**config.mk**
```make
export PLATFORM = sky130hd
export DESIGN_NAME = debug_frame_tokenizer_unit
export DESIGN_NICKNAME = d
export VERILOG_FILES = /design/src/dft_pkg.sv /design/src/debug_frame_tokenizer_unit.sv
export SDC_FILE = /design/constraint.sdc
export NUM_CORES = 1
export LEC_CHECK = 0
export ABC_AREA = 1
export BUFFER_PORTS_ARGS = -buffer_cell sky130_fd_sc_hd__buf_2
export CAP_MARGIN = 5
export CORE_MARGIN = 5
export CORE_UTILIZATION = 50
export CTS_BUF_LIST = sky130_fd_sc_hd__clkbuf_2
export CTS_CLUSTER_SIZE = 28
export DETAILED_ROUTE_END_ITERATION = 16
export GPL_TIMING_DRIVEN = 1
export PLACE_DENSITY = 0.78
export SLEW_MARGIN = 20
export SYNTH_ARGS = -nofsm -noshare
export SYNTH_HDL_FRONTEND = slang
export SYNTH_SLANG_ARGS = --single-unit
export TNS_END_PERCENT = 20
```
**constraint.sdc**
```tcl
create_clock -name clock -period 5.28 [get_ports clock]
set_clock_uncertainty 0.2 [all_clocks]
set_input_delay 0.264 -clock clock [delete_from_list [all_inputs] [get_ports clock]]
set_output_delay 0.264 -clock clock [all_outputs]
set_load 0.1 [all_outputs]
```
**src/dft_pkg.sv**
```systemverilog
`timescale 1ns / 1ps
`default_nettype none

package dft_pkg;

   // Token kinds carried on the result channel.
   localparam logic [2:0] KIND_NAME     = 3'd0;
   localparam logic [2:0] KIND_DATA     = 3'd1;
   localparam logic [2:0] KIND_CMD_DONE = 3'd2;
   localparam logic [2:0] KIND_VAR_DONE = 3'd3;
   localparam logic [2:0] KIND_FIELD    = 3'd4;
   localparam logic [2:0] KIND_SEP      = 3'd5;
   localparam logic [2:0] KIND_LINE     = 3'd6;

   // Protocol characters.
   localparam logic [7:0] CHAR_AT    = 8'h40;
   localparam logic [7:0] CHAR_COLON = 8'h3A;
   localparam logic [7:0] CHAR_COMMA = 8'h2C;
   localparam logic [7:0] CHAR_CR    = 8'h0D;
   localparam logic [7:0] CHAR_DOT   = 8'h2E;

   // Configuration register map (word index).
   localparam int unsigned CSR_ADDR_W = 5;
   localparam logic [2:0] CSR_OWN_ADDRESS   = 3'd0;
   localparam logic [2:0] CSR_END_MARKER    = 3'd1;
   localparam logic [2:0] CSR_COMMAND_CODE  = 3'd2;
   localparam logic [2:0] CSR_VARIABLE_CODE = 3'd3;
   localparam logic [2:0] CSR_FAST_MODE     = 3'd4;

   // One result transfer.
   typedef struct packed {
      logic [2:0] kind;
      logic [7:0] data;
      logic [4:0] position;
      logic [3:0] field;
      logic       is_float;
      logic       truncated;
   } token_type;

endpackage

`default_nettype wire

```
**src/debug_frame_tokenizer_unit.sv**
```systemverilog
`timescale 1ns / 1ps
`default_nettype none

// Byte-serial tokenizer for a small debug protocol. One received byte is taken
// per cycle on the req_ channel while req_stall is low, and each byte yields zero
// or one registered token on the rsp_ channel. In structured mode a frame is
// '@', a type byte, an address byte, a name, and then either the end marker
// (command) or ':' with data and the end marker (variable); frames with an unknown
// type or a foreign address are dropped silently. In fast mode a line "@a,b,c\r"
// is split into field characters, separators and a line end. Names, data and
// fields longer than MAX_CHARS, and lines with more than MAX_FIELDS fields, lose
// the excess characters and report truncated for the rest of the frame or line.
// The whole parse step is a single pass of logic between the input port and the
// result register, so the sustained rate is one byte per clock while rsp_stall is
// low; the result register is backed by one skid entry, so a byte is still accepted
// in the cycle the downstream side first stalls, and req_stall rises only once that
// skid entry is occupied. The user must write the configuration registers over the
// APB-style csr_ port only while the tokenizer is idle; the block does not enforce
// this. Any write to fast_mode returns the parser to waiting for '@'.
module debug_frame_tokenizer_unit #(
   parameter int unsigned MAX_CHARS  = 32,
   parameter int unsigned MAX_FIELDS = 16
) (
   input  wire logic                           clock,
   input  wire logic                           reset,

   input  wire logic                           req_valid,
   output      logic                           req_stall,
   input  wire logic [7:0]                     req_rx_byte,

   output      logic                           rsp_valid,
   input  wire logic                           rsp_stall,
   output      logic [2:0]                     rsp_token_kind,
   output      logic [7:0]                     rsp_token_byte,
   output      logic [4:0]                     rsp_char_position,
   output      logic [3:0]                     rsp_field_number,
   output      logic                           rsp_is_float,
   output      logic                           rsp_truncated,

   input  wire logic                           csr_psel,
   input  wire logic                           csr_penable,
   input  wire logic                           csr_pwrite,
   input  wire logic [dft_pkg::CSR_ADDR_W-1:0] csr_paddr,
   input  wire logic [31:0]                    csr_pwdata,
   output      logic [31:0]                    csr_prdata,
   output      logic                           csr_pready
);
   import dft_pkg::*;

   // Counters are wide enough to hold their limit itself.
   localparam int unsigned CW = $clog2(MAX_CHARS + 1);
   localparam int unsigned FW = $clog2(MAX_FIELDS + 1);

   typedef enum logic [2:0] {
      PH_HEAD,
      PH_TYPE,
      PH_ADDR,
      PH_NAME,
      PH_DATA,
      PH_FAST
   } phase_type;

   // Configuration registers.
   logic [7:0] own_address_ff;
   logic [7:0] end_marker_ff;
   logic [7:0] command_code_ff;
   logic [7:0] variable_code_ff;
   logic       fast_mode_ff;

   // Parser state.
   phase_type     phase_ff, phase_in;
   logic          is_var_ff, is_var_in;
   logic [CW-1:0] char_count_ff, char_count_in;
   logic [FW-1:0] field_count_ff, field_count_in;
   logic          float_ff, float_in;
   logic          overflow_ff, overflow_in;

   // Result register and its skid entry.
   logic      out_valid_ff;
   token_type out_ff;
   logic      skid_valid_ff;
   token_type skid_ff;

   logic      tok_valid;
   token_type tok;

   logic       req_accept;
   logic       out_free;
   logic       csr_write;
   logic [2:0] csr_index;
   logic [7:0] rx;
   logic       chars_full;
   logic       float_next;
   logic [CW+4:0] pos_wide;
   logic [FW+3:0] field_wide;
   logic [FW-1:0] line_field;
   logic [FW+3:0] line_field_wide;

   assign req_accept = req_valid && !req_stall;
   assign req_stall  = skid_valid_ff;
   assign out_free   = !out_valid_ff || !rsp_stall;

   assign csr_pready = 1'b1;
   assign csr_write  = csr_psel && csr_penable && csr_pwrite;
   assign csr_index  = csr_paddr[4:2];

   always_comb begin
      case (csr_index)
         CSR_OWN_ADDRESS:   csr_prdata = {24'd0, own_address_ff};
         CSR_END_MARKER:    csr_prdata = {24'd0, end_marker_ff};
         CSR_COMMAND_CODE:  csr_prdata = {24'd0, command_code_ff};
         CSR_VARIABLE_CODE: csr_prdata = {24'd0, variable_code_ff};
         CSR_FAST_MODE:     csr_prdata = {31'd0, fast_mode_ff};
         default:           csr_prdata = 32'd0;
      endcase
   end

   assign rx         = req_rx_byte;
   assign chars_full = char_count_ff >= CW'(MAX_CHARS);
   assign float_next = float_ff || (rx == CHAR_DOT);

   // Positions and field numbers are reported modulo 32 and 16.
   assign pos_wide   = (CW + 5)'(char_count_ff);
   assign field_wide = (FW + 4)'(field_count_ff);

   // A line end never reports a field beyond the last one that exists.
   assign line_field = (field_count_ff >= FW'(MAX_FIELDS - 1)) ?
                       FW'(MAX_FIELDS - 1) : field_count_ff;
   assign line_field_wide = (FW + 4)'(line_field);

   always_comb begin
      phase_in       = phase_ff;
      is_var_in      = is_var_ff;
      char_count_in  = char_count_ff;
      field_count_in = field_count_ff;
      float_in       = float_ff;
      overflow_in    = overflow_ff;

      tok_valid      = 1'b0;
      tok.kind       = KIND_NAME;
      tok.data       = 8'd0;
      tok.position   = 5'd0;
      tok.field      = 4'd0;
      tok.is_float   = 1'b0;
      tok.truncated  = overflow_ff;

      if (req_accept) begin
         if (fast_mode_ff) begin
            if (phase_ff != PH_FAST) begin
               if (rx == CHAR_AT) begin
                  is_var_in      = 1'b0;
                  char_count_in  = '0;
                  field_count_in = '0;
                  float_in       = 1'b0;
                  overflow_in    = 1'b0;
                  phase_in       = PH_FAST;
               end else begin
                  phase_in = PH_HEAD;
               end
            end else if (rx == CHAR_CR) begin
               phase_in  = PH_HEAD;
               tok_valid = 1'b1;
               tok.kind  = KIND_LINE;
               tok.field = line_field_wide[3:0];
            end else if (rx == CHAR_COMMA) begin
               if (field_count_ff >= FW'(MAX_FIELDS - 1)) begin
                  // This separator would open one field too many.
                  field_count_in = FW'(MAX_FIELDS);
                  overflow_in    = 1'b1;
               end else begin
                  field_count_in = field_count_ff + FW'(1);
                  char_count_in  = '0;
                  tok_valid      = 1'b1;
                  tok.kind       = KIND_SEP;
                  tok.field      = field_wide[3:0];
               end
            end else if (field_count_ff >= FW'(MAX_FIELDS)) begin
               overflow_in = 1'b1;
            end else if (chars_full) begin
               overflow_in = 1'b1;
            end else begin
               char_count_in = char_count_ff + CW'(1);
               tok_valid     = 1'b1;
               tok.kind      = KIND_FIELD;
               tok.data      = rx;
               tok.position  = pos_wide[4:0];
               tok.field     = field_wide[3:0];
            end
         end else begin
            case (phase_ff)
               PH_HEAD, PH_FAST: begin
                  // A fast mode phase left over from a mode change acts as idle.
                  phase_in = PH_HEAD;
                  if (rx == CHAR_AT) begin
                     is_var_in      = 1'b0;
                     char_count_in  = '0;
                     field_count_in = '0;
                     float_in       = 1'b0;
                     overflow_in    = 1'b0;
                     phase_in       = PH_TYPE;
                  end
               end
               PH_TYPE: begin
                  // When both codes match, the frame is a command.
                  if (rx == command_code_ff) begin
                     is_var_in = 1'b0;
                     phase_in  = PH_ADDR;
                  end else if (rx == variable_code_ff) begin
                     is_var_in = 1'b1;
                     phase_in  = PH_ADDR;
                  end else begin
                     phase_in = PH_HEAD;
                  end
               end
               PH_ADDR: begin
                  phase_in = (rx == own_address_ff) ? PH_NAME : PH_HEAD;
               end
               PH_NAME: begin
                  if (!is_var_ff && rx == end_marker_ff) begin
                     phase_in  = PH_HEAD;
                     tok_valid = 1'b1;
                     tok.kind  = KIND_CMD_DONE;
                  end else if (rx == CHAR_COLON) begin
                     // A colon is dropped in a command and opens the data otherwise.
                     if (is_var_ff) begin
                        char_count_in = '0;
                        phase_in      = PH_DATA;
                     end
                  end else if (chars_full) begin
                     overflow_in = 1'b1;
                  end else begin
                     char_count_in = char_count_ff + CW'(1);
                     tok_valid     = 1'b1;
                     tok.kind      = KIND_NAME;
                     tok.data      = rx;
                     tok.position  = pos_wide[4:0];
                  end
               end
               PH_DATA: begin
                  if (rx == end_marker_ff) begin
                     phase_in     = PH_HEAD;
                     tok_valid    = 1'b1;
                     tok.kind     = KIND_VAR_DONE;
                     tok.is_float = float_ff;
                  end else if (chars_full) begin
                     overflow_in = 1'b1;
                  end else begin
                     char_count_in = char_count_ff + CW'(1);
                     float_in      = float_next;
                     tok_valid     = 1'b1;
                     tok.kind      = KIND_DATA;
                     tok.data      = rx;
                     tok.position  = pos_wide[4:0];
                     tok.is_float  = float_next;
                  end
               end
               default: begin
                  phase_in = PH_HEAD;
               end
            endcase
         end
      end

      if (csr_write && csr_index == CSR_FAST_MODE) begin
         phase_in = PH_HEAD;
      end
   end

   always_ff @(posedge clock) begin
      if (reset) begin
         own_address_ff   <= 8'd0;
         end_marker_ff    <= CHAR_CR;
         command_code_ff  <= 8'd67;
         variable_code_ff <= 8'd86;
         fast_mode_ff     <= 1'b0;
         phase_ff         <= PH_HEAD;
         is_var_ff        <= 1'b0;
         char_count_ff    <= '0;
         field_count_ff   <= '0;
         float_ff         <= 1'b0;
         overflow_ff      <= 1'b0;
         out_valid_ff     <= 1'b0;
         skid_valid_ff    <= 1'b0;
      end else begin
         if (csr_write) begin
            case (csr_index)
               CSR_OWN_ADDRESS:   own_address_ff   <= csr_pwdata[7:0];
               CSR_END_MARKER:    end_marker_ff    <= csr_pwdata[7:0];
               CSR_COMMAND_CODE:  command_code_ff  <= csr_pwdata[7:0];
               CSR_VARIABLE_CODE: variable_code_ff <= csr_pwdata[7:0];
               CSR_FAST_MODE:     fast_mode_ff     <= csr_pwdata[0];
               default: begin
               end
            endcase
         end

         phase_ff       <= phase_in;
         is_var_ff      <= is_var_in;
         char_count_ff  <= char_count_in;
         field_count_ff <= field_count_in;
         float_ff       <= float_in;
         overflow_ff    <= overflow_in;

         // The skid entry drains first; no byte is taken while it is full.
         if (out_free) begin
            if (skid_valid_ff) begin
               out_valid_ff  <= 1'b1;
               skid_valid_ff <= 1'b0;
            end else begin
               out_valid_ff <= tok_valid;
            end
         end else if (tok_valid) begin
            skid_valid_ff <= 1'b1;
         end
      end

      if (out_free) begin
         out_ff <= skid_valid_ff ? skid_ff : tok;
      end else if (tok_valid) begin
         skid_ff <= tok;
      end
   end

   assign rsp_valid         = out_valid_ff;
   assign rsp_token_kind    = out_ff.kind;
   assign rsp_token_byte    = out_ff.data;
   assign rsp_char_position = out_ff.position;
   assign rsp_field_number  = out_ff.field;
   assign rsp_is_float      = out_ff.is_float;
   assign rsp_truncated     = out_ff.truncated;

endmodule

`default_nettype wire

```
# Word-level counts from Yosys, hierarchy flattened
# Cells that the tools add are included.
# word_totals
regBits	96
inputBits	52
output_inout_bits	57
# classes
addsub	2
order_cmp	3
n_eq_ne	35
n_mux	99
bitwise	1
n_reduce_logical	32
# op_table
op	count
$mux 6	12
$mux 13	5
$mux 20	3
$pmux 8 s5	1
$mux 3	13
$mux 1	38
$mux 5	7
$eq 8x8->1	4
$mux 16	2
$pmux 16 s2	1
$ne 4x4->1 const B	7
$eq 8x6->1 const B	3
$mux 22	1
$mux 21	1
$ne 3x3->1 const B	7
$mux 4	5
$pmux 6 s3	1
$pmux 3 s5	1
$mux 14	1
$eq 3x2->1 const B	4
$reduce_and 2->1	6
$reduce_and 5->1	2
$eq 3x3->1 const B	3
$eq 8x4->1 const B	1
24 further kinds	43

# Logic depth before layout (Yosys ltp)
# logic_depth
word_depth	9
ltp_mapped	15

# Least setup slack after synthesis
# OpenSTA, ideal clock, no wires.
# synth_path
path_kind	flip-flop to flip-flop
start	reg out_valid_ff, in the netlist rsp_valid
end	reg skid_ff[0] in the netlist's numbering, enable pin
setup_time_ns	0.408
t_arrival_ns	3.005
path_slack_ns	1.667
path_stages_with_launch	3
path_cell_list	dfxtp_1 nand2_1 a21oi_1
# synth_between
elab_chain_len	4
# synth_rtl
item	line	source
start, declared	debug_frame_tokenizer_unit.sv:79	logic out_valid_ff;
start signal, assigned	debug_frame_tokenizer_unit.sv:310	out_valid_ff <= tok_valid;
$logic_not 1->1	debug_frame_tokenizer_unit.sv:101	assign out_free = !out_valid_ff || !rsp_stall;
$logic_or 1x1->1	debug_frame_tokenizer_unit.sv:101	
via out_free	debug_frame_tokenizer_unit.sv:88	logic out_free;
$not 1->1 (no source line)	-	
$reduce_and 2->1 (no source line)	-	
end signal, assigned	debug_frame_tokenizer_unit.sv:320	skid_ff <= tok;
end, declared	debug_frame_tokenizer_unit.sv:82	token_type skid_ff;
# The timed path passes the listed nets, and every way through them passes these cells.
# A chain may end at the register's enable or synchronous reset.

# Final worst setup path
# layout_path
start	reg skid_valid_ff, in the netlist req_stall
end	reg skid_ff[2] in the netlist's numbering, enable pin
# layout_between
elab_chain_len	4
# layout_rtl
item	line	source
start, declared	debug_frame_tokenizer_unit.sv:81	logic skid_valid_ff;
start signal, assigned	debug_frame_tokenizer_unit.sv:283	skid_valid_ff <= 1'b0;
start signal, assigned	debug_frame_tokenizer_unit.sv:308	skid_valid_ff <= 1'b0;
start signal, assigned	debug_frame_tokenizer_unit.sv:313	skid_valid_ff <= 1'b1;
$logic_not 1->1	debug_frame_tokenizer_unit.sv:99	assign req_accept = req_valid && !req_stall;
$logic_and 1x1->1	debug_frame_tokenizer_unit.sv:99	
$mux 1	debug_frame_tokenizer_unit.sv:147	if (req_accept) begin
$reduce_and 2->1 (no source line)	-	
# No other way between the ends.

==> flow_metrics.py <==
metrics = {
    "critical_path": {
        "critPathBufInv": 3,
        "required_ns": 5.32,
        "worst_path_max_delay_cell": "dfxtp_1",
        "criticalPathCategory": "reg2reg",
        "ff2ff_setup_slack_ns": 2.17,
        "endpoint_kind": "register",
        "critical-path-top-delay-family": "buffers and inverters",
        "slowest_delay_ns": 0.64,
        "crit_top_cell": "inv_1",
        "cp_max_fo": 26,
        "cp-start-kind": "register",
        "worstPathArrival_ns": 3.15,
        "cp_cell_sequence": "inv_1 > nand2_1 > inv_1 > nand3_1 > nand2_1 > inv_1 > a21oi_4",
    },
    "clock_tree": {
        "cts_tree": "yes",
        "clkSinkCount": 96,
        "clkTransAtPathRegs_ns": 0.25,
        "clock-root-buffer": "clkbuf_2",
        "post_cts_resize_count": 0,
        "clk_latency_ns": 0.60,
        "clk_path_buf_depth": 2,
        "htreeDepth": 3,
        "cts_buffers": 9,
        "post-cts-setup-buffers": 0,
    },
    "yosys": {
        "ys_seq_area_share_pct": 41.50,
        "synth_area_leaders": "edfxtp_1 23%, dfxtp_1 18%, nand2_1 13%, nor2_1 6.4%, inv_1 4.5%",
        "syn_inst": 755,
        "yosysUniqueCellTypes": 45,
        "netlist.area_leader.share_pct": 23.21,
        "avgSynthCellArea_um2": 7.539,
        "ys_ff_latch": 96,
        "yosys.area.top_type": "edfxtp_1",
        "synth_area_um2": 5692,
        "yosysWarnings": 0,
    },
    "finish": {
        "mostFrequentLayoutCell": "nand2_1",
        "drive_gt1_share_pct": 15.44,
        "diodes": 0,
        "finalNonFillerCells": 972,
        "final_cell_mix": "202 x nand2_1, 97 x nor2_1, 68 x inv_1",
        "final_nets": 882,
        "fin_util_pct": 55.73,
        "area_delta_synth_final_pct": 10.38,
    },
    "detailed_routing": {
        "drc_errors": 0,
        "vias": 4912,
        "dr.pass1.iters": 5,
        "wl_mm": 13.07,
        "first_iter_violations": 392,
        "drtAntennaViolNets": 0,
        "detail_route.wl_per_cell_um": 13.45,
        "post_drt_via_cell_ratio": 5.053,
    },
    "flow_run": {
        "maxCapViolCount": 0,
    },
    "grt": {
        "antenna_found_initial": 0,
        "grt.total_usage_pct": 20.23,
        "first_global_vias": 4638,
        "grt_max_degree": 43,
        "grt_pass1_wl_mm": 21.87,
        "overflow": 0,
    },
    "power_and_ir_drop": {
        "power.leakage_nw": 2.908,
        "vdd_drop_max_uv": 159.1,
        "power_density_nw_per_um2": 238.7,
    },
    "sta": {
        "timing.hold.ws_ns": 0.2335,
        "maxSlewHeadroom_pct": 31.15,
        "period_needed_ns": 3.112,
        "rsz0062_at_grt": "no",
        "layout_worst_path_cycle_share_pct": 58.94,
        "finalSetupViolations": 0,
        "final_max_slew_viol_count": 0,
        "fin_tns_setup_ns": 0,
        "worstMarginPinSlew_ns": 1.030,
        "max_freq_mhz": 321.3,
        "fin_ws_ns": 2.168,
        "hold_viol": 0,
    },
    "placed_design": {
        "pre_cts_ws_ns": 1.893,
        "dp_cells": 930,
        "routabilityCongestion": 0.9373,
        "hpwl_mm": 9.740,
        "portBuffers": 57,
    },
    "floorplan": {
        "dieArea_um2": 13620,
        "die_width_um": 116.7,
        "rows": 39,
        "initial_core_util_pct": 50.49,
        "io_pins": 109,
        "core_um2": 11270,
        "die_h_um": 116.7,
    },
    "outcome": {
        "status": "finished clean",
    },
    "hold_path": {
        "hp-class": "in2reg",
    },
}
==> repair_timing <==
action / 4_1_cts / 5_1_grt
hold endpoints to repair: 62 / 0
hold buffers: 26 / 0
endpoints found under the setup margin: 0 / 0
==> layer usage <==
layer  wire, µm  part of all wire (%)  GRT usage [%]
met5          0                     0              0
met4        294                   2.2          7.875
met3        776                   5.9          3.523
met2       6255                    48          33.90
met1       5743                    44          26.01
==> per-stage QoR <==
stage               total power, mW  instance area, µm²
floorplan                     1.106                5778
global placement              1.135                5903
detailed placement            1.139                5903
CTS                           1.507                6275
global route                  1.572                6282
finish                        1.499                6282
==> path summary, 6_finish.rpt <==
check | start | to | depth (start not counted)
min reg2reg | own_address_ff[1]$_SDFFE_PP0P_ | own_address_ff[1]$_SDFFE_PP0P_ | 2
max | req_stall$_SDFFE_PP0P_ | skid_ff[2]$_DFFE_PP_ | 7
max reg2reg | req_stall$_SDFFE_PP0P_ | skid_ff[2]$_DFFE_PP_ | 7
min | csr_pwdata[4] | variable_code_ff[4]$_SDFFE_PP1P_ | 4
==> registers in the layout, indices dropped and copies added, names as in the netlist, 3 cells and up <==
name               cells
rsp_token_kind         3
char_count_ff          6
own_address_ff         8
field_count_ff         5
skid_ff               22
rsp_char_position      5
rsp_token_byte         8
variable_code_ff       8
rsp_field_number       4
end_marker_ff          8
command_code_ff        8
phase_ff               3
==> Yosys cell counts (all sizes together) <==
| library cell | n |
|---|---|
| and2 | 2 |
| edfxtp | 44 |
| xnor2 | 13 |
| nand4 | 8 |
| o21ai | 58 |
| xor2 | 11 |
| nor2 | 109 |
| a21boi | 2 |
| conb | 2 |
| dfxtp | 52 |
| a21oi | 27 |
| a31oi | 1 |
| nor3 | 18 |
| o2111ai | 8 |
| o21a | 2 |
| nor3b | 1 |
| nand3 | 45 |
| ha | 6 |
| inv | 80 |
| nand2 | 208 |
| o211ai | 5 |
| clkbuf | 8 |
| o31ai | 1 |
| clkinv | 1 |
| a22oi | 1 |
| buf | 41 |
| o21bai | 1 |
==> final cells by class <==
type / count / area [µm²]
fillers: 1071 / 4990
multi-input cells: 552 / 2770
flip-flops and latches: 96 / 2362
repair buffers: 84 / 553.0
inverters: 81 / 306.5
well taps: 143 / 178.9
clock inverters: 6 / 61.31
clock buffers: 10 / 50.05
==> where the power goes <==
| group | switching (mW) | internal (mW) |
|---|---|---|
| Sequential | 0.0162 | 0.790 |
| Combinational | 0.260 | 0.0740 |
| Clock | 0.250 | 0.109 |
==> kinds of logic after synthesis <==
group           count (synthesis)  synth area share (%)
buf+inv                       130                 11.54
fa+ha+maj                       6                 1.319
xor+xnor                       24                 3.693
other cells                     2                0.1319
flops                          96                 41.50
compound gates                106                 11.12
simple gates                  391                 30.69
==> worst min-delay path: cells and delay by family <==
| kind | cells | cell delay (ns) |
|---|---|---|
| buf+inv | 2 | 0.65 |
| simple gates | 2 | 0.11 |
No activity file was read; power rests on OpenSTA's default activity.
